### config.mk
export PLATFORM = sky130hd
export DESIGN_NAME = base64_stream_decoder_unit
export DESIGN_NICKNAME = d
export VERILOG_FILES = /design/src/sv/b64d_pkg.sv /design/src/sv/b64d_cmd_fifo.sv /design/src/sv/b64d_front.sv /design/src/sv/b64d_back.sv /design/src/sv/base64_stream_decoder_unit.sv
export SDC_FILE = /design/constraint.sdc
export NUM_CORES = 1
export LEC_CHECK = 0
export BUFFER_PORTS_ARGS = -buffer_cell sky130_fd_sc_hd__buf_2
export CORE_ASPECT_RATIO = 1.25
export CORE_MARGIN = 3
export CORE_UTILIZATION = 35
export DETAILED_ROUTE_END_ITERATION = 10
export PLACE_DENSITY = 0.61
export SYNTH_ARGS = -nofsm -noshare
export SYNTH_HDL_FRONTEND = slang
export SYNTH_SLANG_ARGS = --single-unit
### constraint.sdc
create_clock -name clock -period 4 [get_ports clock]
set_clock_uncertainty 0.1 [all_clocks]
set_input_delay 0.2 -clock clock [delete_from_list [all_inputs] [get_ports clock]]
set_output_delay 0.2 -clock clock [all_outputs]
set_load 0.02 [all_outputs]
### src/sv/b64d_pkg.sv
// ----------------------------------------------------------------------------
// b64d_pkg
// Types, constants and the alphabet lookup shared by the base64 decoder.
// ----------------------------------------------------------------------------
package b64d_pkg;

   localparam int CMD_DEPTH = 4;

   localparam logic [7:0] CHAR_LF    = 8'h0A;
   localparam logic [7:0] CHAR_TAB   = 8'h09;
   localparam logic [7:0] CHAR_SPACE = 8'h20;
   localparam logic [7:0] CHAR_PLUS  = 8'h2B;
   localparam logic [7:0] CHAR_SLASH = 8'h2F;

   // index of the final result carried by one command
   localparam logic [1:0] LAST_IS_FIRST  = 2'd0;
   localparam logic [1:0] LAST_IS_SECOND = 2'd1;
   localparam logic [1:0] LAST_IS_THIRD  = 2'd2;

   typedef struct packed {
      logic [7:0] char_in;
      logic       end_of_text;
   } req_type;

   typedef struct packed {
      logic [7:0] data_byte;
      logic       byte_valid;
      logic       run_last;
      logic       message_end;
   } rsp_type;

   // work handed from front to back: up to three bytes, first byte highest
   typedef struct packed {
      logic [23:0] data;
      logic [1:0]  last_idx;
      logic        byte_valid;
      logic        message_end;
   } cmd_type;

   typedef struct packed {
      logic       valid;
      logic [5:0] value;
   } sextet_type;

   function automatic sextet_type sextet_of(input logic [7:0] c);
      sextet_type s;
      logic [7:0] d;
      s.valid = 1'b1;
      d       = 8'd0;
      if (c inside {[8'h41:8'h5A]}) begin
         d = c - 8'h41;
      end else if (c inside {[8'h61:8'h7A]}) begin
         d = c - 8'h61 + 8'd26;
      end else if (c inside {[8'h30:8'h39]}) begin
         d = c - 8'h30 + 8'd52;
      end else if (c == CHAR_PLUS) begin
         d = 8'd62;
      end else if (c == CHAR_SLASH) begin
         d = 8'd63;
      end else begin
         s.valid = 1'b0;
      end
      s.value = d[5:0];
      return s;
   endfunction

endpackage

### src/sv/b64d_cmd_fifo.sv
// ----------------------------------------------------------------------------
// b64d_cmd_fifo
// Short queue of decode commands between the front and the back.
// ----------------------------------------------------------------------------
module b64d_cmd_fifo #(
   parameter int DEPTH = b64d_pkg::CMD_DEPTH
) (
   input  logic              clock,
   input  logic              reset,
   input  logic              push,
   input  b64d_pkg::cmd_type wr_data,
   output logic              full,
   input  logic              pop,
   output b64d_pkg::cmd_type rd_data,
   output logic              empty
);

   localparam int PTR_W = (DEPTH > 1) ? $clog2(DEPTH) : 1;
   localparam int CNT_W = $clog2(DEPTH + 1);
   localparam logic [PTR_W-1:0] PTR_LAST = PTR_W'(DEPTH - 1);
   localparam logic [CNT_W-1:0] CNT_FULL = CNT_W'(DEPTH);

   b64d_pkg::cmd_type mem_ff [DEPTH];
   logic [PTR_W-1:0]  wr_ptr_ff, wr_ptr_in;
   logic [PTR_W-1:0]  rd_ptr_ff, rd_ptr_in;
   logic [CNT_W-1:0]  count_ff, count_in;
   logic              do_push, do_pop;

   assign full    = (count_ff == CNT_FULL);
   assign empty   = (count_ff == '0);
   assign do_push = push && !full;
   assign do_pop  = pop && !empty;
   assign rd_data = mem_ff[rd_ptr_ff];

   always_comb begin
      wr_ptr_in = wr_ptr_ff;
      rd_ptr_in = rd_ptr_ff;
      count_in  = count_ff;
      if (do_push) begin
         wr_ptr_in = (wr_ptr_ff == PTR_LAST) ? '0 : wr_ptr_ff + 1'b1;
      end
      if (do_pop) begin
         rd_ptr_in = (rd_ptr_ff == PTR_LAST) ? '0 : rd_ptr_ff + 1'b1;
      end
      if (do_push && !do_pop) begin
         count_in = count_ff + 1'b1;
      end else if (do_pop && !do_push) begin
         count_in = count_ff - 1'b1;
      end
   end

   always_ff @(posedge clock) begin
      if (reset) begin
         wr_ptr_ff <= '0;
         rd_ptr_ff <= '0;
         count_ff  <= '0;
      end else begin
         wr_ptr_ff <= wr_ptr_in;
         rd_ptr_ff <= rd_ptr_in;
         count_ff  <= count_in;
      end
   end

   always_ff @(posedge clock) begin
      if (do_push) begin
         mem_ff[wr_ptr_ff] <= wr_data;
      end
   end

endmodule

### src/sv/b64d_front.sv
// ----------------------------------------------------------------------------
// b64d_front
// Takes characters, tracks sextets and line state, issues decode commands.
// ----------------------------------------------------------------------------
module b64d_front (
   input  logic              clock,
   input  logic              reset,
   input  logic              push,
   input  b64d_pkg::req_type req_data,
   input  logic              cmd_full,
   output logic              full,
   output logic              cmd_push,
   output b64d_pkg::cmd_type cmd_data
);

   logic [17:0] buf_ff, buf_in;
   logic [1:0]  cnt_ff, cnt_in;
   logic        after_nl_ff, after_nl_in;
   logic        stopped_ff, stopped_in;
   logic        accept;
   logic        emit_grp;
   logic [23:0] group;
   b64d_pkg::sextet_type sx;

   assign full   = cmd_full;
   assign accept = push && !cmd_full;
   assign sx     = b64d_pkg::sextet_of(req_data.char_in);
   assign group  = {buf_ff, sx.value};

   always_comb begin
      buf_in      = buf_ff;
      cnt_in      = cnt_ff;
      after_nl_in = after_nl_ff;
      stopped_in  = stopped_ff;
      emit_grp    = 1'b0;
      cmd_data    = '0;
      if (!stopped_ff) begin
         if (after_nl_ff) begin
            after_nl_in = 1'b0;
            if (req_data.char_in != b64d_pkg::CHAR_SPACE &&
                req_data.char_in != b64d_pkg::CHAR_TAB) begin
               stopped_in = 1'b1;
            end
         end else if (req_data.char_in == b64d_pkg::CHAR_LF) begin
            after_nl_in = 1'b1;
         end else if (sx.valid) begin
            if (cnt_ff == 2'd3) begin
               emit_grp = 1'b1;
               buf_in   = '0;
               cnt_in   = '0;
            end else begin
               buf_in = {buf_ff[11:0], sx.value};
               cnt_in = cnt_ff + 2'd1;
            end
         end
      end

      if (emit_grp) begin
         cmd_data.data       = group;
         cmd_data.last_idx   = b64d_pkg::LAST_IS_THIRD;
         cmd_data.byte_valid = 1'b1;
      end else if (cnt_in == 2'd3) begin
         cmd_data.data       = {buf_in, 6'd0};
         cmd_data.last_idx   = b64d_pkg::LAST_IS_SECOND;
         cmd_data.byte_valid = 1'b1;
      end else if (cnt_in == 2'd2) begin
         cmd_data.data       = {buf_in[11:0], 12'd0};
         cmd_data.last_idx   = b64d_pkg::LAST_IS_FIRST;
         cmd_data.byte_valid = 1'b1;
      end else begin
         cmd_data.last_idx   = b64d_pkg::LAST_IS_FIRST;
      end
      cmd_data.message_end = req_data.end_of_text;

      // end of string: flush and return to the idle state
      if (req_data.end_of_text) begin
         buf_in      = '0;
         cnt_in      = '0;
         after_nl_in = 1'b0;
         stopped_in  = 1'b0;
      end
   end

   assign cmd_push = accept && (emit_grp || req_data.end_of_text);

   always_ff @(posedge clock) begin
      if (reset) begin
         buf_ff      <= '0;
         cnt_ff      <= '0;
         after_nl_ff <= 1'b0;
         stopped_ff  <= 1'b0;
      end else if (accept) begin
         buf_ff      <= buf_in;
         cnt_ff      <= cnt_in;
         after_nl_ff <= after_nl_in;
         stopped_ff  <= stopped_in;
      end
   end

endmodule

### src/sv/b64d_back.sv
// ----------------------------------------------------------------------------
// b64d_back
// Expands each command into results, one per cycle while the output is empty or popped, into the output register.
// ----------------------------------------------------------------------------
module b64d_back (
   input  logic              clock,
   input  logic              reset,
   input  logic              cmd_empty,
   input  b64d_pkg::cmd_type cmd_data,
   output logic              cmd_pop,
   output logic              empty,
   input  logic              pop,
   output b64d_pkg::rsp_type rsp_data
);

   logic              out_valid_ff, out_valid_in;
   b64d_pkg::rsp_type out_ff, out_in;
   logic [1:0]        pos_ff, pos_in;
   logic              advance;
   logic              at_last;

   assign advance  = !out_valid_ff || pop;
   assign at_last  = (pos_ff == cmd_data.last_idx);
   assign empty    = !out_valid_ff;
   assign rsp_data = out_ff;

   always_comb begin
      out_valid_in = out_valid_ff;
      out_in       = out_ff;
      pos_in       = pos_ff;
      cmd_pop      = 1'b0;
      if (advance) begin
         out_valid_in = !cmd_empty;
         if (!cmd_empty) begin
            case (pos_ff)
               b64d_pkg::LAST_IS_FIRST:  out_in.data_byte = cmd_data.data[23:16];
               b64d_pkg::LAST_IS_SECOND: out_in.data_byte = cmd_data.data[15:8];
               default:                  out_in.data_byte = cmd_data.data[7:0];
            endcase
            out_in.byte_valid  = cmd_data.byte_valid;
            out_in.run_last    = at_last;
            out_in.message_end = at_last && cmd_data.message_end;
            if (at_last) begin
               cmd_pop = 1'b1;
               pos_in  = '0;
            end else begin
               pos_in = pos_ff + 2'd1;
            end
         end
      end
   end

   always_ff @(posedge clock) begin
      if (reset) begin
         out_valid_ff <= 1'b0;
         pos_ff       <= '0;
      end else begin
         out_valid_ff <= out_valid_in;
         pos_ff       <= pos_in;
      end
   end

   always_ff @(posedge clock) begin
      out_ff <= out_in;
   end

endmodule

### src/sv/base64_stream_decoder_unit.sv
// ----------------------------------------------------------------------------
// base64_stream_decoder_unit
// Streaming base64 text decoder, one character per request.
// ----------------------------------------------------------------------------
// One character is taken per clock cycle while full is low. The front
// classifies it in the same cycle and, when a group of four sextets completes
// or the string ends, writes a command of one to three results into a
// CMD_DEPTH-entry queue; the back emits one result per cycle from that queue
// into the output register while that register is empty or popped. A result
// passes through the command queue and then the output register. Four characters
// give three bytes, so input runs at full rate as long as the consumer pops each
// cycle; full rises only when the command queue is filled by a stalled consumer.
module base64_stream_decoder_unit #(
   parameter int CMD_DEPTH = b64d_pkg::CMD_DEPTH
) (
   input  logic              clock,
   input  logic              reset,
   input  logic              push,
   output logic              full,
   input  b64d_pkg::req_type req_data,
   output logic              empty,
   input  logic              pop,
   output b64d_pkg::rsp_type rsp_data
);

   logic              cmd_push, cmd_pop, cmd_full, cmd_empty;
   b64d_pkg::cmd_type cmd_wr, cmd_rd;

   b64d_front u_front (
      .clock    (clock),
      .reset    (reset),
      .push     (push),
      .req_data (req_data),
      .cmd_full (cmd_full),
      .full     (full),
      .cmd_push (cmd_push),
      .cmd_data (cmd_wr)
   );

   b64d_cmd_fifo #(
      .DEPTH (CMD_DEPTH)
   ) u_fifo (
      .clock   (clock),
      .reset   (reset),
      .push    (cmd_push),
      .wr_data (cmd_wr),
      .full    (cmd_full),
      .pop     (cmd_pop),
      .rd_data (cmd_rd),
      .empty   (cmd_empty)
   );

   b64d_back u_back (
      .clock     (clock),
      .reset     (reset),
      .cmd_empty (cmd_empty),
      .cmd_data  (cmd_rd),
      .cmd_pop   (cmd_pop),
      .empty     (empty),
      .pop       (pop),
      .rsp_data  (rsp_data)
   );

   // end of string always produces a command
   a_end_cmd: assert property (@(posedge clock) disable iff (reset)
      push && !full && req_data.end_of_text |-> cmd_push)
      else $error("end of string produced no command");

   a_end_last: assert property (@(posedge clock) disable iff (reset)
      !empty && rsp_data.message_end |-> rsp_data.run_last)
      else $error("message end without run last");

   a_marker: assert property (@(posedge clock) disable iff (reset)
      !empty && !rsp_data.byte_valid |->
         rsp_data.message_end && rsp_data.data_byte == 8'd0)
      else $error("malformed empty end marker");

   a_reset: assert property (@(posedge clock)
      reset |=> empty && !full)
      else $error("not idle after reset");

endmodule
Word level (Yosys, flattened, before mapping):

Memories as Yosys holds them, arrays and structs flattened. A register that Yosys moved wholly into a read port is not among the register bits.
Index checks and enable logic that the tools add are counted.

* $add $sub $neg: 11
* magnitude comparators: 6
* equality and inequality tests: 14
* multiplexer cells: 52
* bitwise gates (word level): 1
* reduce and logical (&&, ||, !) cells: 23

Operators with widths (number)
* $mux 18: 6
* $mux 27: 2
* $mux 6: 5
* $mux 1: 24
* $mux 24: 1
* $mux 2: 11
* $eq 8x6->1 const B: 2
* $ge 8x7->1 const B: 2
* $le 8x7->1 const B: 2
* $pmux 8 s2: 1
* $sub 6x6->6 const B: 2
* $logic_and 1x1->1: 11
* $eq 2x2->1 const B: 5
* $add 2x1->2 const B: 4
* $eq 8x4->1 const B: 1
* $ge 8x6->1 const B: 1
* $le 8x6->1 const B: 1
* $ne 8x4->1 const B: 1
* $ne 8x6->1 const B: 1
* $add 6x5->6 const B: 1
* $add 6x6->6 const B: 1
* $mux 3: 2
* $sub 6x1->6 const B: 1
* $logic_not 1->1: 5
* other kinds (12): 14

* bits in registers: 43
* memory bits (writable): 112
* bits of input ports: 13
* output and inout bits: 13
* logic and storage cells: 121
* memories: 1

Memory list
* u_fifo.mem_ff: depth 4, bits a word 28, rd ports 1, clocked after Yosys merged registers in 1, wr ports 1, RTL line b64d_cmd_fifo.sv:23 `b64d_pkg::cmd_type mem_ff [DEPTH];`

Depth between registers and ports, before layout:

Gate-level depths: netlist (run 1).

* depth in word-level cells: 17
* mapped depth: 15
* gate-level depth less buffers: 13

Hierarchy:

Synthesis (run 1) repeated with hierarchy kept, for this count alone.

* cell total of the unflattened synthesis: 503
* area total of the unflattened synthesis: 7148.1 µm²

By module, submodules not included
* b64d_cmd_fifo: instances 1, cells each 196, area an instance 4541.9 µm²
* b64d_front: instances 1, cells each 245, area an instance 1934.4 µm²
* b64d_back: instances 1, cells each 62, area an instance 671.9 µm²

Worst setup path before layout (run 1):

Ideal clock, no wire load.

* kind: input -> register
* start point: in req_data[3] in the netlist's numbering
* end point: reg u_fifo.count_ff[2]
* setup time: 0.070 ns
* data arrival time: 2.870 ns
* slack: 0.959 ns
* cell stages on the path: 14
* path buffers: 1
* cell sequence: inv_1 ha_1 buf_2 nor2_1 nor3b_1 o21a_2 o21ai_4 a21oi_4 ha_1 inv_1 fa_1 xor2_1 or3_1 a21oi_1

* longest elaborated chain between the ends: 16

RTL lines
* start, declared: RTL line base64_stream_decoder_unit.sv:20 `input b64d_pkg::req_type req_data,`
* parallel branches: the longest is 7 deep, another holds $ge 8x6->1
* $mux 1 (*): RTL line b64d_front.sv:44 `end else if (req_data.char_in == b64d_pkg::CHAR_LF) begin`
* $mux 1 (*): RTL line b64d_front.sv:38 `if (after_nl_ff) begin`
* $mux 1 (*): RTL line b64d_front.sv:37 `if (!stopped_ff) begin`
* $logic_or 1x1->1 (*): RTL line b64d_front.sv:84 `assign cmd_push = accept && (emit_grp || req_data.end_of_text);`
* $logic_and 1x1->1 (*): RTL line b64d_front.sv:84
* $logic_and 1x1->1 (*): RTL line b64d_cmd_fifo.sv:31 `assign do_push = push && !full;`
* net u_fifo.do_push: RTL line b64d_cmd_fifo.sv:27 `logic do_push, do_pop;`
* $logic_not 1->1: RTL line b64d_cmd_fifo.sv:47 `end else if (do_pop && !do_push) begin`
* $logic_and 1x1->1: RTL line b64d_cmd_fifo.sv:47
* $reduce_bool 2->1 (no line)
* end signal, assigned: RTL line b64d_cmd_fifo.sv:60 `count_ff <= count_in;`
* end, declared: RTL line b64d_cmd_fifo.sv:26 `logic [CNT_W-1:0] count_ff, count_in;`

Mark *: on every way through the listed nets, which the timed path passes.
A chain may end at the register's enable or synchronous reset.

Worst setup path in the final report (run 1):

Ends and elaborated chain as after synthesis.

==> impl_metrics.py, run 1 <==
metrics = {
    "worst_setup_path": {
        "timing.rr.end": "u_fifo.count_ff[2]",
        "worstSetupStartpointType": "input pin",
        "cp.required_ns": 4.25,
        "worst_ep_arrival_time_ns": 3.46,
        "rrSetupSlack_ns": 1.14,
        "cpMaxStageDelayCell": "nor3b_1",
        "timing.reg2reg.worst_path_depth": 10,
        "crit_path_end_kind": "flip-flop",
        "critPathMaxStageDelay_ns": 0.46,
        "timing.critical_path.fanout_max": 9,
        "path_cells": "buf_2, inv_1, ha_1, nor2_1, nor3b_1, o21a_2, o21ai_4, a21oi_4, ha_1, inv_1, fa_1, xor2_1, or3_1, a21oi_1",
        "worstReg2RegStart": "u_front.after_nl_ff",
        "setup.worst_path.class": "input pin to flip-flop",
    },
    "synth": {
        "synth-seq-cells": 157,
        "postSynth.topFlopCell": "edfxtp_1",
        "synth_area_um2": 7180,
        "postSynthAreaPerCell_um2": 13.8,
        "total_nets_after_synthesis": 553,
        "synthesis.instances": 521,
        "sequential_area_share_after_synthesis": 0.609,
        "yosysWarningCount": 0,
        "ys_async_sr_fraction": 0,
        "yosysUniqueCellTypes": 68,
        "synth_enable_flop_cells": 123,
    },
    "clock_network": {
        "buffers_from_clock_root_to_sink_at_most": 2,
        "cts_tree": "built",
        "cts_hold_repair.buffers": 1,
        "post_cts.resized_instances": 0,
        "clock_latency_ns": 0.41,
        "cts.reportedPaths.clkPinSlew_ns": 0.06,
        "post-cts-setup-buffers": 0,
        "cts.root.buffer_cell": "clkbuf_16",
        "numCtsBuffers": 17,
        "cts.sink_count": 157,
        "h-tree-depth": 4,
    },
    "min_path": {
        "hold_path_depth": 4,
        "worst_hold_path_type": "input pin to flip-flop",
        "min_delay_worst_endpoint": "u_front.after_nl_ff",
        "hold_path_startpoint": "req_data[8]",
    },
    "pwr": {
        "p_seq_frac": 0.446,
        "share_comb_of_total_power": 0.210,
        "p_leak_uw": 0.00271,
        "worst_ir_drop_vdd_mv": 0.287,
        "switching_share": 0.273,
        "report.power.total_uw": 4460,
        "net-switching-power_uw": 1220,
        "cell_internal_pwr_uw": 3240,
        "p_clk_frac": 0.344,
        "pwr_density_cell_nw_per_um2": 545,
    },
    "die": {
        "floorplan.die_area_um2": 22300,
        "die-width_um": 134,
        "coreArea_um2": 19800,
        "io_pins": 26,
        "row_count": 57,
        "initial_core_util": 0.362,
        "chipHeight_um": 166,
    },
    "timing": {
        "finalHoldWorstSlack_ns": 0.0687,
        "timing_worst_slew_pin_value_ns": 0.906,
        "number_of_setup_violations_in_the_final_report": 0,
        "timing.final.hold_violations": 0,
        "maxSlewViolCount": 0,
        "fmax_mhz": 311,
        "period_needed_ns": 3.22,
        "timing.max_slew.rel_slack": 0.396,
        "grt_setup_unrepaired": "false",
        "post-route-period-util": 0.804,
        "setup_tns_ns": 0,
    },
    "global_route": {
        "grt_max_degree": 31,
        "number_of_global_route_vias_before_repair": 4519,
        "globalRoute.totalOverflow": 0,
        "grt_util_all_layers": 0.142,
        "grt_pass1_wl_um": 24700,
        "antenna_found_initial": 0,
    },
    "drt": {
        "drt_pre_antenna_iters": 5,
        "drcViolationCount": 0,
        "totalWireLength_um": 15300,
        "average_vias_per_placed_instance": 5.40,
        "detailedRoute.firstIterationViolations": 467,
        "wl_per_cell_um": 18.4,
        "total_via_count_in_the_routed_design": 4482,
        "antenna_left": 0,
    },
    "cells_and_area": {
        "syn2layout_area_growth_pct": 13.9,
        "final_layout_size_suffix_gt1_frac": 0.188,
        "filler_cell_count": 1864,
        "nNetsFinal": 585,
        "finish.cell_count_without_fillers": 830,
        "regArea_um2": 4380,
        "antenna_cells_inserted": 0,
        "fin_util": 0.412,
        "footprint_of_the_multi_input_gates_um2": 2590,
    },
    "placement": {
        "port-buffer-count": 25,
        "place_inst": 798,
        "gpl.final_weighted_congestion": 0.886,
        "place.detailed.hpwl_um": 10700,
    },
    "run_status": {
        "run_status": "complete, no violations",
    },
    "job": {
        "timing.max_cap.violations": 0,
    },
}
[registers in the layout (all words and copies together), names as in the netlist, 2 cells and up, named ones only]
name / cells
u_back.pos_ff: 2
u_fifo.mem_ff: 112
u_front.cnt_ff: 2
u_fifo.rd_ptr_ff: 2
u_front.buf_ff: 18
u_fifo.count_ff: 3
u_fifo.wr_ptr_ff: 2
u_back.rsp_data: 11
[layer usage]
| layer | vias up | global-route usage | part of all wire |
|---|---|---|---|
| li1 | 2089 | - | - |
| met1 | 2244 | 0.171 | 0.40 |
| met2 | 131 | 0.253 | 0.54 |
| met3 | 18 | 0.0291 | 0.042 |
| met4 | 0 | 0.0487 | 0.018 |
| met5 | - | 0 | 0 |
[how the worst max path moves through the flow]
stage / from / slack, ns / to
2_1_floorplan: req_data[3] / 0.96 / u_fifo.count_ff[2]
3_3_place_gp: req_data[3] / 0.51 / u_fifo.count_ff[2]
3_5_place_dp: req_data[3] / 0.41 / u_fifo.count_ff[2]
4_1_cts: req_data[3] / 0.82 / u_fifo.count_ff[2]
5_1_grt: req_data[3] / 0.58 / u_fifo.count_ff[2]
6_report: req_data[3] / 0.78 / u_fifo.count_ff[2]
[power by group through the flow]
| stage | combinational, µW | clock [µW] | sequential [µW] |
|---|---|---|---|
| floorplan | 633 | 0 | 2090 |
| global placement | 950 | 0 | 2020 |
| detailed placement | 964 | 0 | 2020 |
| CTS | 967 | 1560 | 1990 |
| global route | 1030 | 1650 | 2010 |
| finish | 936 | 1530 | 1990 |
[cells in the mapped netlist, types with 8 or more instances]
cell      instances  area share
edfxtp_1        123        0.51
dfxtp_1          34       0.095
nor2_1           34       0.018
nand2_1          29       0.015
inv_1            28       0.015
mux4_2           28       0.088
o21ai_0          23       0.016
ha_1             18       0.031
nor2b_1          14       0.012
a21oi_1          13      0.0091
nand3_1          13      0.0091
a22oi_1          12       0.013
clkbuf_1         12      0.0063
o221ai_1         10       0.012
a221o_1           9       0.013
and2_1            8      0.0070
nand4_1           8      0.0070
[logic make-up after synthesis]
| family | count (synthesis) | share of synthesized area |
|---|---|---|
| flops | 157 | 0.609 |
| buf+inv | 51 | 0.0303 |
| fa+ha+maj | 19 | 0.0341 |
| simple gates | 139 | 0.101 |
| xor+xnor | 7 | 0.00854 |
| compound gates | 115 | 0.122 |
| mux | 33 | 0.0949 |
[cells in the final DEF, fill, tap and decap left out, types with 5 or more instances in the layout]
master     synthesis  routed
edfxtp_1         123     123
nor2_1            34      34
dfxtp_1           34      33
nand2_1           29      29
inv_1             28      28
mux4_2            28      28
buf_2              6      25
o21ai_0           23      23
ha_1              18      18
clkbuf_16          0      17
nor2b_1           14      14
nand3_1           13      13
a21oi_1           13      13
a22oi_1           12      12
o221ai_1          10      10
a221o_1            9       9
buf_4              1       9
and2_1             8       8
nand4_1            8       8
nor3_1             5       5
o2bb2ai_1          5       5
and3_1             5       5
o211ai_1           5       5
a31oi_1            5       5
[per-stage QoR]
step	area [µm²]	worst slack [ns]
3_5_place_dp	7600	0.410
4_1_cts	8180	0.820
2_1_floorplan	7180	0.959
6_report	8180	0.783
3_3_place_gp	7600	0.508
5_1_grt	8180	0.576
[final cells by class]
type,instances,area share
Clock buffer,17,0.0520
Clock inverter,14,0.0176
Timing Repair Buffer,35,0.0248
Sequential cell,157,0.535
Inverter,29,0.0133
Multi-Input combinational cell,313,0.317
Tap cell,265,0.0405
[worst max-delay path, delay by kind of cell]
kind / cells / cell delay (ns)
XOR/XNOR: 1 / 0.16
AO/OA/AOI/OAI: 4 / 0.86
buffers and inverters: 3 / 0.42
AND/OR/NAND/NOR: 3 / 0.83
adder cells (fa/ha/maj): 3 / 0.97
(Power assumes the default switching activity.)
==> run 2: changes to the inputs <==
--- a/config.mk
+++ b/config.mk
@@ -5,6 +5,7 @@
 export SDC_FILE = /design/constraint.sdc
 export NUM_CORES = 1
 export LEC_CHECK = 0
+export ABC_AREA = 1
 export BUFFER_PORTS_ARGS = -buffer_cell sky130_fd_sc_hd__buf_2
 export CORE_ASPECT_RATIO = 1.25
 export CORE_MARGIN = 3
==> constraint.sdc (replaced) <==
create_clock -name clock -period 2.98 [get_ports clock]
set_clock_uncertainty 0.1 [all_clocks]
set_input_delay 0.149 -clock clock [delete_from_list [all_inputs] [get_ports clock]]
set_output_delay 0.149 -clock clock [all_outputs]
set_load 0.02 [all_outputs]
==> run 2 against run 1 <==
  * Power increased by 48%
  * Sequential power is 37% higher
  * Sequential cell count unchanged
  * Combinational power increased by 94%
  * Non-clock buffer count increased by 20
  * Hold slack better by 0.011 ns
  * Routed wire length up 11%
  * Global-route usage up 1.2 points
  * Critical path type is now flip-flop to flip-flop
  * Critical endpoint unchanged
  * Largest cell class unchanged
==> impl_metrics.py, run 2 <==
metrics = {
    "run_status": {
        "run_status": "complete, no violations",
    },
    "cells_and_area": {
        "antenna_cells_inserted": 0,
        "layout.cells.most_common": "nand2_1",
        "regMostFlops": "u_fifo.mem_ff",
        "footprint_of_the_multi_input_gates_um2": 2800,
        "regArea_um2": 4380,
        "nNetsFinal": 876,
        "filler_cell_count": 2016,
        "final_layout_size_suffix_gt1_frac": 0.154,
        "syn2layout_area_growth_pct": 15.0,
        "leading_cell_types_in_the_layout_fill_and_taps_excluded": "nand2_1 (214), edfxtp_1 (123), nor2_1 (88), nand3_1 (63), o21ai_0 (63)",
        "fin_util": 0.412,
        "flip_flop_count_of_the_largest_register_all_copies_and_words_added": 112,
    },
    "clock_network": {
        "buffers_from_clock_root_to_sink_at_most": 2,
        "cts_hold_repair.buffers": 2,
        "cts.sink_count": 157,
        "post-cts-setup-buffers": 0,
        "cts.root.buffer_cell": "clkbuf_16",
        "numCtsBuffers": 17,
        "cts_tree": "built",
        "clock_latency_ns": 0.42,
        "cts.reportedPaths.clkPinSlew_ns": 0.07,
        "post_cts.resized_instances": 0,
        "h-tree-depth": 4,
    },
    "synth": {
        "postSynthAreaPerCell_um2": 9.35,
        "ys_async_sr_fraction": 0,
        "yosys.cell_count.top_type": "nand2_1",
        "synth.largest_area_cell": "edfxtp_1",
        "synth-seq-cells": 157,
        "total_nets_after_synthesis": 839,
        "synth_top_area_frac": 0.489,
        "postSynth.topFlopCell": "edfxtp_1",
        "netlist_top_cells_area": "edfxtp_1 (49%), nand2_1 (11%), dfxtp_1 (9.0%), nor2_1 (4.6%), nand3_1 (4.2%)",
        "synth_area_um2": 7550,
        "synth.top_cells.by_count": "nand2_1 (214), edfxtp_1 (123), nor2_1 (92)",
        "sequential_area_share_after_synthesis": 0.580,
        "synth_enable_flop_cells": 123,
        "synthesis.instances": 807,
        "yosysUniqueCellTypes": 38,
        "yosysWarningCount": 0,
    },
    "drt": {
        "drt_pre_antenna_iters": 5,
        "average_vias_per_placed_instance": 4.97,
        "wl_per_cell_um": 15.1,
        "total_via_count_in_the_routed_design": 5620,
        "drcViolationCount": 0,
        "antenna_left": 0,
        "totalWireLength_um": 17000,
        "detailedRoute.firstIterationViolations": 388,
    },
    "global_route": {
        "grt_pass1_wl_um": 28100,
        "number_of_global_route_vias_before_repair": 5425,
        "grt_util_all_layers": 0.154,
        "layer_with_the_highest_usage_after_global_routing": "met2",
        "globalRoute.totalOverflow": 0,
        "gr-usage-met3": 0.0257,
        "grtUsageMet2": 0.264,
        "grt_max_degree": 35,
        "antenna_found_initial": 0,
        "grt_util_met1": 0.197,
    },
    "die": {
        "row_count": 59,
        "io_pins": 26,
        "initial_core_util": 0.359,
        "floorplan.die_area_um2": 23400,
        "die-width_um": 137,
        "chipHeight_um": 170,
        "coreArea_um2": 21000,
    },
    "min_path": {
        "worst_hold_path_type": "input pin to flip-flop",
    },
    "timing": {
        "fmax_mhz": 385,
        "timing_worst_slew_pin_value_ns": 0.660,
        "grt_setup_unrepaired": "false",
        "number_of_setup_violations_in_the_final_report": 0,
        "maxSlewViolCount": 0,
        "period_needed_ns": 2.60,
        "timing.final.hold_violations": 0,
        "post-route-period-util": 0.871,
        "timing.max_slew.rel_slack": 0.559,
        "finalHoldWorstSlack_ns": 0.0795,
    },
    "worst_setup_path": {
        "crit_path_end_kind": "flip-flop",
        "crit_top_cell": "nand2_1",
        "setup.worst_path.class": "flip-flop to flip-flop",
        "cp.required_ns": 3.18,
        "worstSetupStartpointType": "flip-flop",
        "worst_ep_arrival_time_ns": 2.80,
        "timing.critical_path.fanout_max": 19,
        "cpMaxStageDelayCell": "dfxtp_2",
        "critPathMaxStageDelay_ns": 0.42,
        "path_cells": "buf_4, nand2_1, nand3_1, nand2_1, xor2_1, nor2_1, nand2_1, ha_1, inv_1, fa_1, a21oi_1, o21ai_0, o21ai_0, a21oi_1",
    },
    "pwr": {
        "cell_internal_pwr_uw": 4410,
        "p_clk_frac": 0.313,
        "share_comb_of_total_power": 0.275,
        "worst_ir_drop_vdd_mv": 0.402,
        "net-switching-power_uw": 2200,
        "switching_share": 0.333,
        "p_seq_frac": 0.412,
        "report.power.total_uw": 6610,
        "pwr_density_cell_nw_per_um2": 761,
        "p_leak_uw": 0.00340,
    },
    "placement": {
        "place.detailed.hpwl_um": 11600,
        "port-buffer-count": 25,
        "gpl.final_weighted_congestion": 0.892,
    },
    "job": {
        "timing.max_cap.violations": 0,
    },
}
[run 2: changes by cell type after synthesis, moves of 17 or more]
cell	before	now
mux4_2	28	0
nand2_1	29	214
nand2_2	1	18
nand3_1	13	63
nor2_1	34	92
o21ai_0	23	63
o22ai_1	2	25
[run 2: layout make-up]
cell class                      count  area share
Clock buffer                       19      0.0523
Clock inverter                     13      0.0133
Inverter                           48      0.0208
Multi-Input combinational cell    565       0.323
Sequential cell                   157       0.504
Tap cell                          274      0.0395
Timing Repair Buffer               55      0.0467
[run 2: cells by family (layout without fill, tap and decap cells)]
kind of cell    Yosys count  in the layout  share of synthesized area
flops                   157            157                      0.580
buf+inv                  85            135                     0.0501
compound gates          127            127                     0.0948
simple gates            412            412                      0.235
xor+xnor                  7              7                    0.00812
fa+ha+maj                19             19                     0.0325
[run 2: metal layers]
| layer | routed length, µm | part of all wire |
|---|---|---|
| met1 | 7740 | 0.45 |
| met2 | 8590 | 0.50 |
| met3 | 514 | 0.030 |
| met4 | 185 | 0.011 |
| met5 | 0 | 0 |
[run 2: worst max-delay path: cells and delay by family (launching register included)]
kind / cells / cell delay [ns]
adders and majority gates: 2 / 0.56
buffers and inverters: 2 / 0.33
DFF: 1 / 0.42
AOI/OAI and AO/OA: 4 / 0.45
and+or+nand+nor: 5 / 0.49
xor gates and xnor gates: 1 / 0.13
[run 2: stage by stage]
| step | setup slack [ns] | TNS [ns] | cells | instance area (µm²) |
|---|---|---|---|---|
| 5_1_grt | 0.0440 | 0 | 1131 | 8680 |
| 6_report | 0.383 | 0 | 1131 | 8680 |
| 4_1_cts | 0.383 | 0 | 1131 | 8680 |
| 3_5_place_dp | 0.156 | 0 | 1097 | 8090 |
| 3_3_place_gp | 0.193 | 0 | 1097 | 8090 |
| 2_1_floorplan | -0.350 | -39.19 | 807 | 7550 |
[run 2: power groups by stage]
stage | registers (µW) | logic [µW] | clock network (µW)
after detailed placement | 2770 | 1830 | 0
after global routing | 2750 | 2060 | 2200
after floorplan | 2860 | 1150 | 0
final | 2720 | 1820 | 2070
after CTS | 2730 | 1840 | 2100
after global placement | 2770 | 1820 | 0
[run 2: final timing paths]
path | depth (start not counted) | endpoint | slack, ns | startpoint
max | 14 | u_fifo.count_ff[2] | 0.38 | flip-flop
min | 5 | u_front.after_nl_ff | 0.08 | req_data[7]
min reg2reg | 2 | u_front.stopped_ff | 0.37 | u_front.stopped_ff
max reg2reg | 14 | u_fifo.count_ff[2] | 0.38 | flip-flop
